===== src/rtl/gcr_scan_pkg.sv =====
// shared types and constants for the gcr track anomaly scanner
`default_nettype none
package gcr_scan_pkg;

	localparam int unsigned MAX_HALF_TRACKS = 84;

	localparam int unsigned CFG_W     = 16;
	localparam int unsigned CFG_IDX_W = 3;

	// configuration register indexes
	localparam logic [CFG_IDX_W-1:0] REG_SYNC_RUN_MIN      = 3'd0;
	localparam logic [CFG_IDX_W-1:0] REG_LONG_RUN_MIN      = 3'd1;
	localparam logic [CFG_IDX_W-1:0] REG_LONG_SYNC_LIMIT   = 3'd2;
	localparam logic [CFG_IDX_W-1:0] REG_KILLER_MIN_LENGTH = 3'd3;
	localparam logic [CFG_IDX_W-1:0] REG_LONG_TRACK_MARGIN = 3'd4;

	// register reset values
	localparam logic [3:0]  SYNC_RUN_MIN_RST      = 4'd5;
	localparam logic [3:0]  LONG_RUN_MIN_RST      = 4'd10;
	localparam logic [2:0]  LONG_SYNC_LIMIT_RST   = 3'd5;
	localparam logic [15:0] KILLER_MIN_LENGTH_RST = 16'd100;
	localparam logic [11:0] LONG_TRACK_MARGIN_RST = 12'd200;

	localparam logic [7:0] SYNC_BYTE = 8'hFF;

	// per-track sync status after the current beat
	typedef struct packed {
		logic       sync_seen;
		logic [2:0] long_cnt;
	} trk_stat_t;

	// per-track flags handed to the disk totals
	typedef struct packed {
		logic half;
		logic sync;
		logic dens;
	} trk_flags_t;

endpackage
`default_nettype wire


===== src/rtl/gcr_scan_track.sv =====
// per-track 0xff run tracking and sync counters
`default_nettype none
module gcr_scan_track import gcr_scan_pkg::*; (
	input  wire logic      clk,
	input  wire logic      arst_n,
	input  wire logic      fire,
	input  wire logic      upd,
	input  wire logic      is_ff,
	input  wire logic      last,
	input  wire logic [3:0] sync_run_min,
	input  wire logic [3:0] long_run_min,
	output trk_stat_t      stat
);

	logic [3:0] run_q, run_n;
	logic       sync_q;
	logic [2:0] long_q;

	always_comb begin
		run_n = run_q;
		stat.sync_seen = sync_q;
		stat.long_cnt = long_q;
		if (upd) begin
			if (is_ff) begin
				run_n = (run_q == 4'hF) ? run_q : run_q + 4'd1;
				if (run_n >= sync_run_min) stat.sync_seen = 1'b1;
				if (run_n > long_run_min)
					stat.long_cnt = (long_q == 3'd7) ? long_q : long_q + 3'd1;
			end else begin
				run_n = 4'd0;
			end
		end
	end

	// track state clears after the last beat has been reported
	always_ff @(posedge clk or negedge arst_n) begin
		if (!arst_n) begin
			run_q  <= 4'd0;
			sync_q <= 1'b0;
			long_q <= 3'd0;
		end else if (fire) begin
			if (last) begin
				run_q  <= 4'd0;
				sync_q <= 1'b0;
				long_q <= 3'd0;
			end else begin
				run_q  <= run_n;
				sync_q <= stat.sync_seen;
				long_q <= stat.long_cnt;
			end
		end
	end

endmodule
`default_nettype wire


===== src/rtl/gcr_scan_disk.sv =====
// running disk totals and confidence
`default_nettype none
module gcr_scan_disk import gcr_scan_pkg::*; (
	input  wire logic       clk,
	input  wire logic       arst_n,
	input  wire logic       fire,
	input  wire logic       disk_start,
	input  wire logic       last,
	input  trk_flags_t      flags,
	output logic [5:0]      half_total,
	output logic [6:0]      sync_total,
	output logic [6:0]      dens_total,
	output logic [6:0]      conf
);

	logic [5:0] half_q, half_b;
	logic [6:0] sync_q, sync_b;
	logic [6:0] dens_q, dens_b;

	always_comb begin
		half_b = disk_start ? 6'd0 : half_q;
		sync_b = disk_start ? 7'd0 : sync_q;
		dens_b = disk_start ? 7'd0 : dens_q;
		half_total = half_b;
		sync_total = sync_b;
		dens_total = dens_b;
		if (last && flags.half && half_b != 6'h3F) half_total = half_b + 6'd1;
		if (last && flags.sync && sync_b != 7'h7F) sync_total = sync_b + 7'd1;
		if (last && flags.dens && dens_b != 7'h7F) dens_total = dens_b + 7'd1;
		conf = 7'd60
			+ ((half_total != 6'd0) ? 7'd15 : 7'd0)
			+ ((sync_total != 7'd0) ? 7'd10 : 7'd0)
			+ ((dens_total != 7'd0) ? 7'd10 : 7'd0);
	end

	always_ff @(posedge clk or negedge arst_n) begin
		if (!arst_n) begin
			half_q <= 6'd0;
			sync_q <= 7'd0;
			dens_q <= 7'd0;
		end else if (fire) begin
			half_q <= half_total;
			sync_q <= sync_total;
			dens_q <= dens_total;
		end
	end

endmodule
`default_nettype wire


===== src/rtl/gcr_track_anomaly_scanner.sv =====
// gcr track anomaly scanner
// throughput one input beat per cycle while in_stall is low; input register then result register
// a beat that is not the last of its track yields no result and never waits
// the last beat waits in the input register only while the result register is held
// arst_n clears valids, run state and disk totals and reloads the config defaults
`default_nettype none
module gcr_track_anomaly_scanner import gcr_scan_pkg::*; (
	input  wire logic                 clk,
	input  wire logic                 arst_n,
	// configuration write port
	input  wire logic                 cfg_we,
	input  wire logic [CFG_IDX_W-1:0] cfg_index,
	input  wire logic [CFG_W-1:0]     cfg_data,
	// input channel
	input  wire logic                 in_valid,
	output logic                      in_stall,
	input  wire logic                 disk_start,
	input  wire logic [6:0]           track_index,
	input  wire logic                 track_present,
	input  wire logic                 byte_valid,
	input  wire logic [7:0]           data_byte,
	input  wire logic [15:0]          declared_length,
	input  wire logic [31:0]          speed_zone,
	input  wire logic                 track_last,
	// result channel
	output logic                      out_valid,
	input  wire logic                 out_stall,
	output logic                      is_half_track,
	output logic                      is_extra_track,
	output logic                      killer_track,
	output logic                      sync_anomaly,
	output logic                      long_track,
	output logic                      density_anomaly,
	output logic [5:0]                half_track_total,
	output logic [6:0]                sync_anomaly_total,
	output logic [6:0]                density_anomaly_total,
	output logic [6:0]                confidence
);

	// configuration registers
	logic [3:0]  sync_run_min_q;
	logic [3:0]  long_run_min_q;
	logic [2:0]  long_sync_limit_q;
	logic [15:0] killer_min_length_q;
	logic [11:0] long_track_margin_q;

	always_ff @(posedge clk or negedge arst_n) begin
		if (!arst_n) begin
			sync_run_min_q      <= SYNC_RUN_MIN_RST;
			long_run_min_q      <= LONG_RUN_MIN_RST;
			long_sync_limit_q   <= LONG_SYNC_LIMIT_RST;
			killer_min_length_q <= KILLER_MIN_LENGTH_RST;
			long_track_margin_q <= LONG_TRACK_MARGIN_RST;
		end else if (cfg_we) begin
			unique case (cfg_index)
				REG_SYNC_RUN_MIN:      sync_run_min_q      <= cfg_data[3:0];
				REG_LONG_RUN_MIN:      long_run_min_q      <= cfg_data[3:0];
				REG_LONG_SYNC_LIMIT:   long_sync_limit_q   <= cfg_data[2:0];
				REG_KILLER_MIN_LENGTH: killer_min_length_q <= cfg_data[15:0];
				REG_LONG_TRACK_MARGIN: long_track_margin_q <= cfg_data[11:0];
				default: ;  // unmapped index, write dropped
			endcase
		end
	end

	// input register stage
	logic        v_s1;
	logic        disk_start_s1;
	logic [6:0]  idx_s1;
	logic        present_s1;
	logic        bvalid_s1;
	logic [7:0]  byte_s1;
	logic [15:0] dlen_s1;
	logic [31:0] speed_s1;
	logic        last_s1;

	logic advance;  // stage 1 beat leaves this cycle (or stage is empty)
	logic fire;     // stage 1 holds a beat that is processed this cycle

	// a non-last beat never needs the result register
	assign advance  = !v_s1 || !last_s1 || !out_valid || !out_stall;
	assign fire     = v_s1 && advance;
	assign in_stall = v_s1 && !advance;

	always_ff @(posedge clk or negedge arst_n) begin
		if (!arst_n) begin
			v_s1 <= 1'b0;
		end else if (!in_stall) begin
			v_s1 <= in_valid;
		end
	end

	always_ff @(posedge clk) begin
		if (in_valid && !in_stall) begin
			disk_start_s1 <= disk_start;
			idx_s1        <= track_index;
			present_s1    <= track_present;
			bvalid_s1     <= byte_valid;
			byte_s1       <= data_byte;
			dlen_s1       <= declared_length;
			speed_s1      <= speed_zone;
			last_s1       <= track_last;
		end
	end

	// track qualification
	logic       in_range;
	logic       pres;
	logic [5:0] trk;

	assign in_range = {1'b0, idx_s1} < 8'(MAX_HALF_TRACKS);
	assign pres     = in_range && present_s1;
	assign trk      = idx_s1[6:1];

	// run and sync counting for the current half-track
	trk_stat_t stat;

	gcr_scan_track u_track (
		.clk          (clk),
		.arst_n       (arst_n),
		.fire         (fire),
		.upd          (pres && bvalid_s1),
		.is_ff        (byte_s1 == SYNC_BYTE),
		.last         (last_s1),
		.sync_run_min (sync_run_min_q),
		.long_run_min (long_run_min_q),
		.stat         (stat)
	);

	// nominal track length per speed zone
	logic [12:0] zone_nom;
	logic [16:0] long_lim;

	always_comb begin
		priority if (trk < 6'd18) begin
			zone_nom = 13'd7692;
		end else if (trk < 6'd25) begin
			zone_nom = 13'd7142;
		end else if (trk < 6'd31) begin
			zone_nom = 13'd6666;
		end else begin
			zone_nom = 13'd6250;
		end
	end

	assign long_lim = 17'(zone_nom) + 17'(long_track_margin_q);

	// per-track flags
	logic       f_half, f_extra, f_killer, f_sync, f_long, f_dens;
	trk_flags_t flags;

	assign f_half   = pres && idx_s1[0];
	assign f_extra  = pres && (trk >= 6'd36);
	assign f_killer = pres && !stat.sync_seen && (dlen_s1 > killer_min_length_q);
	assign f_sync   = pres && (stat.long_cnt > long_sync_limit_q);
	assign f_long   = pres && ({1'b0, dlen_s1} > long_lim);
	assign f_dens   = in_range && (speed_s1[31:2] != 30'd0);

	assign flags.half = f_half;
	assign flags.sync = f_sync;
	assign flags.dens = f_dens;

	// disk totals, cleared on a disk start beat
	logic [5:0] half_tot;
	logic [6:0] sync_tot;
	logic [6:0] dens_tot;
	logic [6:0] conf;

	gcr_scan_disk u_disk (
		.clk        (clk),
		.arst_n     (arst_n),
		.fire       (fire),
		.disk_start (disk_start_s1),
		.last       (last_s1),
		.flags      (flags),
		.half_total (half_tot),
		.sync_total (sync_tot),
		.dens_total (dens_tot),
		.conf       (conf)
	);

	// result register
	logic res_load;

	assign res_load = fire && last_s1;

	always_ff @(posedge clk or negedge arst_n) begin
		if (!arst_n) begin
			out_valid <= 1'b0;
		end else if (res_load) begin
			out_valid <= 1'b1;
		end else if (!out_stall) begin
			out_valid <= 1'b0;
		end
	end

	always_ff @(posedge clk) begin
		if (res_load) begin
			is_half_track         <= f_half;
			is_extra_track        <= f_extra;
			killer_track          <= f_killer;
			sync_anomaly          <= f_sync;
			long_track            <= f_long;
			density_anomaly       <= f_dens;
			half_track_total      <= half_tot;
			sync_anomaly_total    <= sync_tot;
			density_anomaly_total <= dens_tot;
			confidence            <= conf;
		end
	end

endmodule
`default_nettype wire


===== config.mk =====
export PLATFORM = sky130hd
export DESIGN_NAME = gcr_track_anomaly_scanner
export DESIGN_NICKNAME = d
export VERILOG_FILES = /design/src/rtl/gcr_scan_pkg.sv /design/src/rtl/gcr_scan_track.sv /design/src/rtl/gcr_scan_disk.sv /design/src/rtl/gcr_track_anomaly_scanner.sv
export SDC_FILE = /design/constraint.sdc
export NUM_CORES = 1
export LEC_CHECK = 0
export BUFFER_PORTS_ARGS = -buffer_cell sky130_fd_sc_hd__buf_2
export CAP_MARGIN = 5
export CORE_UTILIZATION = 23
export DETAILED_ROUTE_END_ITERATION = 8
export PLACE_DENSITY_LB_ADDON = 0.08
export SYNTH_ARGS = -nofsm -noshare
export SYNTH_HDL_FRONTEND = slang
export SYNTH_SLANG_ARGS = --single-unit

===== constraint.sdc =====
create_clock -name clk -period 6.7 [get_ports clk]
set_input_delay 0.67 -clock clk [delete_from_list [all_inputs] [get_ports clk]]
set_output_delay 0.67 -clock clk [all_outputs]
set_load 0.03 [all_outputs]

==> Word-level counts from Yosys, hierarchy flattened <==
Cells that the tools add are included.
{ "totals": {"ff_bits": 169, "in_bits": 91, "out_inout_bits": 35, "elab_cells": 127} }
{ "classes": {"addsub": 9, "n_lt_le_gt_ge": 10, "n_eq_ne": 11, "muxes": 25, "reduce_logical": 41} }
{ "op_table": {"columns": ["cell", "count"], "rows": [
  ["4-bit 2-to-1 mux", 9],
  ["30-bit nonzero test", 1],
  ["7-bit 2-to-1 mux", 4],
  ["10-bit 2-to-1 mux", 2],
  ["1-bit logical AND", 19],
  ["6-bit by 5-bit less-than comparator with 1-bit output, second input constant", 3],
  ["16-bit by 14-bit > comparator with 1-bit output", 1],
  ["16-bit > comparator", 1],
  ["13-bit by 12-bit adder with 14-bit output", 1],
  ["7-bit by 1-bit adder with 7-bit output, second input constant", 2],
  ["7-bit adder", 2],
  ["7-bit inequality test, second input constant", 2],
  ["7-bit nonzero test", 2],
  ["6-bit 2-to-1 mux", 2],
  ["2-bit AND reduction", 6],
  ["11-bit 2-to-1 mux", 1],
  ["3-bit 2-to-1 mux", 3],
  ["8-bit == test, second input constant", 1],
  ["6-bit by 7-bit adder with 7-bit output, first input constant", 1],
  ["1-bit zero test", 7],
  ["7-bit less-than comparator, second input constant", 1],
  ["6-bit by 1-bit adder with 6-bit output, second input constant", 1],
  ["3-bit by 2-bit == test with 1-bit output, second input constant", 2],
  ["3-bit == test, second input constant", 2],
  ["other kinds (15)", 20]
]} }

==> Depth between registers and ports, before layout <==
{ "depth": {"word_depth": 15, "ltp_mapped": 28, "mapped_depth_nobuf": 27} }

==> Hierarchy <==
A second synthesis with hierarchy kept.
{ "hier_totals": {"cells_unflattened": 663, "hier_area_um2": 8480.6} }
{ "modules_own_cells": {"columns": ["mod", "instances", "cells_each", "area_per_inst_um2", "seq_area_each_um2"], "rows": [
  ["gcr_track_anomaly_scanner", 1, 402, 6043.3, 3983.8],
  ["gcr_scan_disk", 1, 180, 1691.6, 500.5],
  ["gcr_scan_track", 1, 81, 745.7, 200.2]
]} }

==> Least setup slack after synthesis <==
No wires, ideal clock.
{ "synth_path": {"path_type": "reg2reg", "startpoint": "reg u_track.run_q[0]", "endpoint": "reg confidence[5], data pin", "setup_ns": 0.263, "arrival_time_ns": 5.850, "required_ns": 6.437, "slack_ns": 0.587, "stages_incl_launch_ff": 29, "n_path_buf": 1, "synth_period_minus_slack_ns": 6.113, "cell_sequence": "dfrtp_1 -> ha_1 -> nand3_1 -> nand2_1 -> o21ai_0 -> ha_1 -> nor2b_1 -> o21ai_0 -> nand2b_1 -> a21oi_1 -> or4b_2 -> nand2_1 -> o21ai_0 -> ha_1 -> nor2b_1 -> o21ai_0 -> a2111oi_4 -> nand2_4 -> o311ai_4 -> nand2_2 -> or4b_4 -> buf_6 -> inv_1 -> ha_1 -> xor2_1 -> xnor2_1 -> ha_1 -> fa_1 -> xor2_1"} }
{ "synth_via": {"elab_chain_cells": 15, "word_cells_on_any_way": 16, "classes_between": "add/sub: 3; order compare: 2; eq/ne: 1; mux: 6; reduce/logical: 4"} }
{ "synth_lines": {"columns": ["element", "line_no", "text"], "rows": [
  ["from (decl)", "gcr_scan_track.sv:15", "logic [3:0] run_q, run_n;"],
  ["from (signal assigned)", "gcr_scan_track.sv:47", "run_q <= run_n;"],
  ["4-bit by 1-bit adder with 4-bit output or 4-bit == test (tied branches)", "gcr_scan_track.sv:25", "run_n = (run_q == 4'hF) ? run_q : run_q + 4'd1;"],
  ["4-bit 2-to-1 mux (*)", "gcr_scan_track.sv:25", null],
  ["4-bit > comparator (*)", "gcr_scan_track.sv:27", "if (run_n > long_run_min)"],
  ["3-bit 2-to-1 mux (*)", "gcr_scan_track.sv:27", null],
  ["4-bit 2-to-1 mux (*)", "gcr_scan_track.sv:24", "if (is_ff) begin"],
  ["4-bit 2-to-1 mux (*)", "gcr_scan_track.sv:23", "if (upd) begin"],
  ["3-bit > comparator (*)", "gcr_track_anomaly_scanner.sv:155", "assign f_sync = pres && (stat.long_cnt > long_sync_limit_q);"],
  ["1-bit logical AND (*)", "gcr_track_anomaly_scanner.sv:155", null],
  ["1-bit logical AND (*) (2 in series)", "gcr_scan_disk.sv:28", "if (last && flags.sync && sync_b != 7'h7F) sync_total = sync_b + 7'd1;"],
  ["7-bit 2-to-1 mux (*)", "gcr_scan_disk.sv:28", null],
  ["net sync_tot[5]", "gcr_track_anomaly_scanner.sv:165", "logic [6:0] sync_tot;"],
  ["7-bit nonzero test (*)", "gcr_scan_disk.sv:32", "+ ((sync_total != 7'd0) ? 7'd10 : 7'd0)"],
  ["4-bit 2-to-1 mux (*)", "gcr_scan_disk.sv:32", null],
  ["7-bit adder (*)", "gcr_scan_disk.sv:32", null],
  ["7-bit adder (*)", "gcr_scan_disk.sv:33", "+ ((dens_total != 7'd0) ? 7'd10 : 7'd0);"],
  ["net conf[5]", "gcr_track_anomaly_scanner.sv:167", "logic [6:0] conf;"],
  ["to (signal assigned)", "gcr_track_anomaly_scanner.sv:208", "confidence <= conf;"],
  ["to (decl)", "gcr_track_anomaly_scanner.sv:37", "output logic [6:0] confidence"]
]} }
Mark *: on every way through the listed nets, which the timed path passes. The rest lies on a longest branch.
A chain may end at the register's enable or synchronous reset.

==> Final worst setup path <==
{ "layout_path": {"startpoint": "reg u_track.run_q[1]", "endpoint": "reg confidence[5], data pin"} }
The elaborated chain is that of the path after synthesis.

==> flow_metrics.py <==
metrics = {
    "sta": {
        "worst_pin_slew_ns": 0.951,
        "fmax_mhz": 162,
        "setup_viol": 0,
        "hold_viol_final": 0,
        "skew_ns": 0.00806,
        "timing.setup.tns_ns": 0,
        "min_period_ns": 6.16,
        "whs_ns": 0.0831,
        "slew_headroom_pct": 36.6,
        "rsz0062_at_grt": "false",
        "report.final.slew_viol_count": 0,
        "finalCritPeriodShare_pct": 92.0,
    },
    "synthesis": {
        "postSynthNetCount": 821,
        "yosysUniqueCellTypes": 67,
        "synth_cells": 668,
        "synth_fa_ha_area_share_pct": 9.81,
        "synth-compound-area-share_pct": 8.01,
        "async_flop_share_pct": 41.3,
        "synth_flop_cell": "edfxtp_1",
        "synth_top_family_by_area": "simple AND/OR/NAND/NOR gates",
        "seq_area_frac_synth_pct": 57.6,
        "muxShareOfSynthArea_pct": 5.77,
        "synth_xor_area_share_pct": 2.15,
        "synth_warnings": 0,
        "ys_seq_elements": 167,
        "synthSimpleGateAreaFrac_pct": 14.1,
        "synth_edf_count": 98,
        "synth_area_mm2": 0.00814,
        "avgSynthCellArea_um2": 12.2,
    },
    "die": {
        "die-area_mm2": 0.0361,
        "start_util_pct": 23.4,
        "die_h_um": 190,
        "num_rows": 68,
        "die_w_um": 190,
        "coreArea_mm2": 0.0347,
        "num_io_pins": 126,
    },
    "pwr": {
        "clock_power_share_pct": 37.4,
        "power_mw": 2.81,
        "p_int_mw": 2.06,
        "p_leak_nw": 4.31,
        "ir_worst_vdd_mv": 0.165,
        "combPwrFrac_pct": 17.7,
        "pwr-share-seq_pct": 44.8,
        "p_sw_mw": 0.747,
        "pwr_density_cell_mw_per_mm2": 282,
        "swShare_pct": 26.6,
    },
    "detailed_routing": {
        "drc_errors": 0,
        "dr_total_vias": 5442,
        "post_drt_via_cell_ratio": 4.27,
        "wirelength_um": 19800,
        "drtIter0Drc": 209,
        "ant_nets": 0,
        "dr.pass1.iters": 4,
        "detail_route.wl_per_cell_um": 15.6,
    },
    "finish": {
        "nets": 959,
        "fillers": 3599,
        "finish.instance_area_mm2": 0.00996,
        "syn2layout_area_growth_pct": 22.4,
        "multi_input_area_mm2": 0.00325,
        "final_cells": 1275,
        "final_cell_mix": "buf_2 (123), nand2_1 (100), edfxtp_1 (98)",
        "layout_commonest_cell": "buf_2",
        "drive_above_1_share_pct": 28.1,
        "ff_latch_area_mm2": 0.00468,
    },
    "global_routing": {
        "top_usage_layer": "met2",
        "grtUsageMet2_pct": 17.8,
        "met3_usage_pct": 3.86,
        "grt_max_degree": 66,
        "grt_pass1_wl_um": 31000,
        "grt_pass1_vias": 5634,
        "grtUsageMet1_pct": 14.5,
        "grt.total_usage_pct": 11.5,
        "antenna_found_initial": 5,
        "grt_overflow_total": 0,
    },
    "clock_network": {
        "clockBufferDepth": 2,
        "cts_made_buffers": 17,
        "htreeDepth": 4,
        "clkSinkCount": 167,
        "ctsRootBufferMaster": "clkbuf_16",
        "cts_tree": "built",
        "clock_latency_ns": 0.43,
        "clkTransAtPathRegs_ns": 0.07,
    },
    "setup_path": {
        "start_kind": "flop",
        "critPathMaxFanout": 6,
        "r2r_slack_ns": 0.54,
        "critPathSlowestCell": "or4b_4",
        "cp_common_cell": "ha_1",
        "cp_slowest_stage_delay_ns": 0.60,
        "crit_type": "reg2reg",
        "r2r_start": "u_track.run_q[1]",
        "crit_start": "u_track.run_q[1]",
        "worstReg2RegEnd": "confidence[5]",
        "end_kind": "flop",
        "ff2ff_path_depth": 28,
        "critPathRequiredTime_ns": 6.88,
        "cp.arrival_ns": 6.34,
    },
    "status": {
        "outcome": "completed",
    },
    "place": {
        "dp_hpwl_um": 14700,
        "placed_cells": 1241,
        "globalplace.congestion": 0.765,
        "dpl_cell_area_mm2": 0.00932,
        "io_buffer_count": 123,
    },
    "hold_path": {
        "min_path_type": "in2async",
    },
    "flow_run": {
        "cap_viol_max_count": 0,
    },
}
-- stage by stage --
step / utilization [%] / setup WS [ns]
after floorplan: - / 0.587
after global placement: 26.8 / 0.345
after detailed placement: 26.8 / 0.155
after CTS: 28.6 / 0.132
after global routing: 28.7 / 0.0958
final: 28.7 / 0.535
-- power groups by stage --
stage          clock network [mW]  registers, mW  logic (mW)
2_1_floorplan                   0           1.29       0.327
4_1_cts                      1.10           1.26       0.510
3_3_place_gp                    0           1.28       0.494
5_1_grt                      1.13           1.27       0.568
6_report                     1.05           1.26       0.499
3_5_place_dp                    0           1.28       0.506
-- flip-flops by register name, summed over array words and instances (netlist names), 4 cells and up --
register and count:
half_track_total 6, sync_anomaly_total 7, u_track.run_q 4, killer_min_length_q 16, speed_s1 30, byte_s1 8
u_disk.half_q 6, idx_s1 7, dlen_s1 16, long_run_min_q 4, u_disk.sync_q 7, confidence 7
sync_run_min_q 4, u_disk.dens_q 7, density_anomaly_total 7, long_track_margin_q 12
-- what timing repair did --
action / in CTS / in global routing
setup endpoints to repair: 0 / 2
hold buffers: 0 / 0
gates resized for setup: 0 / 4
setup buffers: 0 / 1
-- worst max path at each step --
stage | depth (start not counted) | slack [ns] | to
detailed placement | 28 | 0.15 | confidence[5]
floorplan | 28 | 0.59 | confidence[5]
global route | 28 | 0.1 | confidence[5]
global placement | 28 | 0.34 | confidence[5]
finish | 28 | 0.54 | confidence[5]
CTS | 28 | 0.13 | confidence[5]
-- critical path, delay by kind of cell, from the launching register on --
family	cells	cell delay [ns]
and+or+nand+nor	10	1.93
adders and majority gates	6	1.68
AOI/OAI and AO/OA	7	1.14
xor gates and xnor gates	3	0.50
DFF	1	0.38
buffers and inverters	2	0.29
-- routing by layer --
layer / wire length, um / up-vias
li1: - / 2699
met5: 44 / -
met2: 9000 / 123
met3: 1030 / 29
met1: 9320 / 2583
met4: 442 / 8
-- synthesized netlist by cell type, types with 7 or more instances --
master / count / area share, %
mux2_2: 35 / 4.8
inv_1: 44 / 2.0
ha_1: 59 / 9.1
clkbuf_1: 9 / 0.42
xnor2_1: 10 / 1.1
nor2_1: 25 / 1.2
nand2_1: 100 / 4.6
a21oi_1: 17 / 1.0
nand3_1: 15 / 0.92
nand4_1: 15 / 1.2
dfstp_2: 12 / 3.9
nor2b_1: 17 / 1.3
edfxtp_1: 98 / 36
nor4_1: 7 / 0.54
o21ai_0: 29 / 1.8
xor2_1: 10 / 1.1
nand2b_1: 7 / 0.54
dfrtp_1: 57 / 18
o21a_1: 8 / 0.74
nor3_1: 10 / 0.62
a21o_1: 9 / 0.83
-- logic make-up after synthesis --
family | Yosys count
buffers and inverters | 55
AND/OR/NAND/NOR | 230
XOR/XNOR | 20
flip-flops | 167
multiplexers | 42
adder cells (fa/ha/maj) | 62
AO/OA/AOI/OAI | 92
-- final cells by class --
type	count	area share [%]
Multi-Input combinational cell	446	32.6
Tap cell	455	5.71
Timing Repair Buffer	130	6.71
Antenna cell	1	0.0251
Clock buffer	20	4.48
Clock inverter	12	1.76
Inverter	44	1.66
Sequential cell	167	47.0
(Power assumes the default switching activity.)
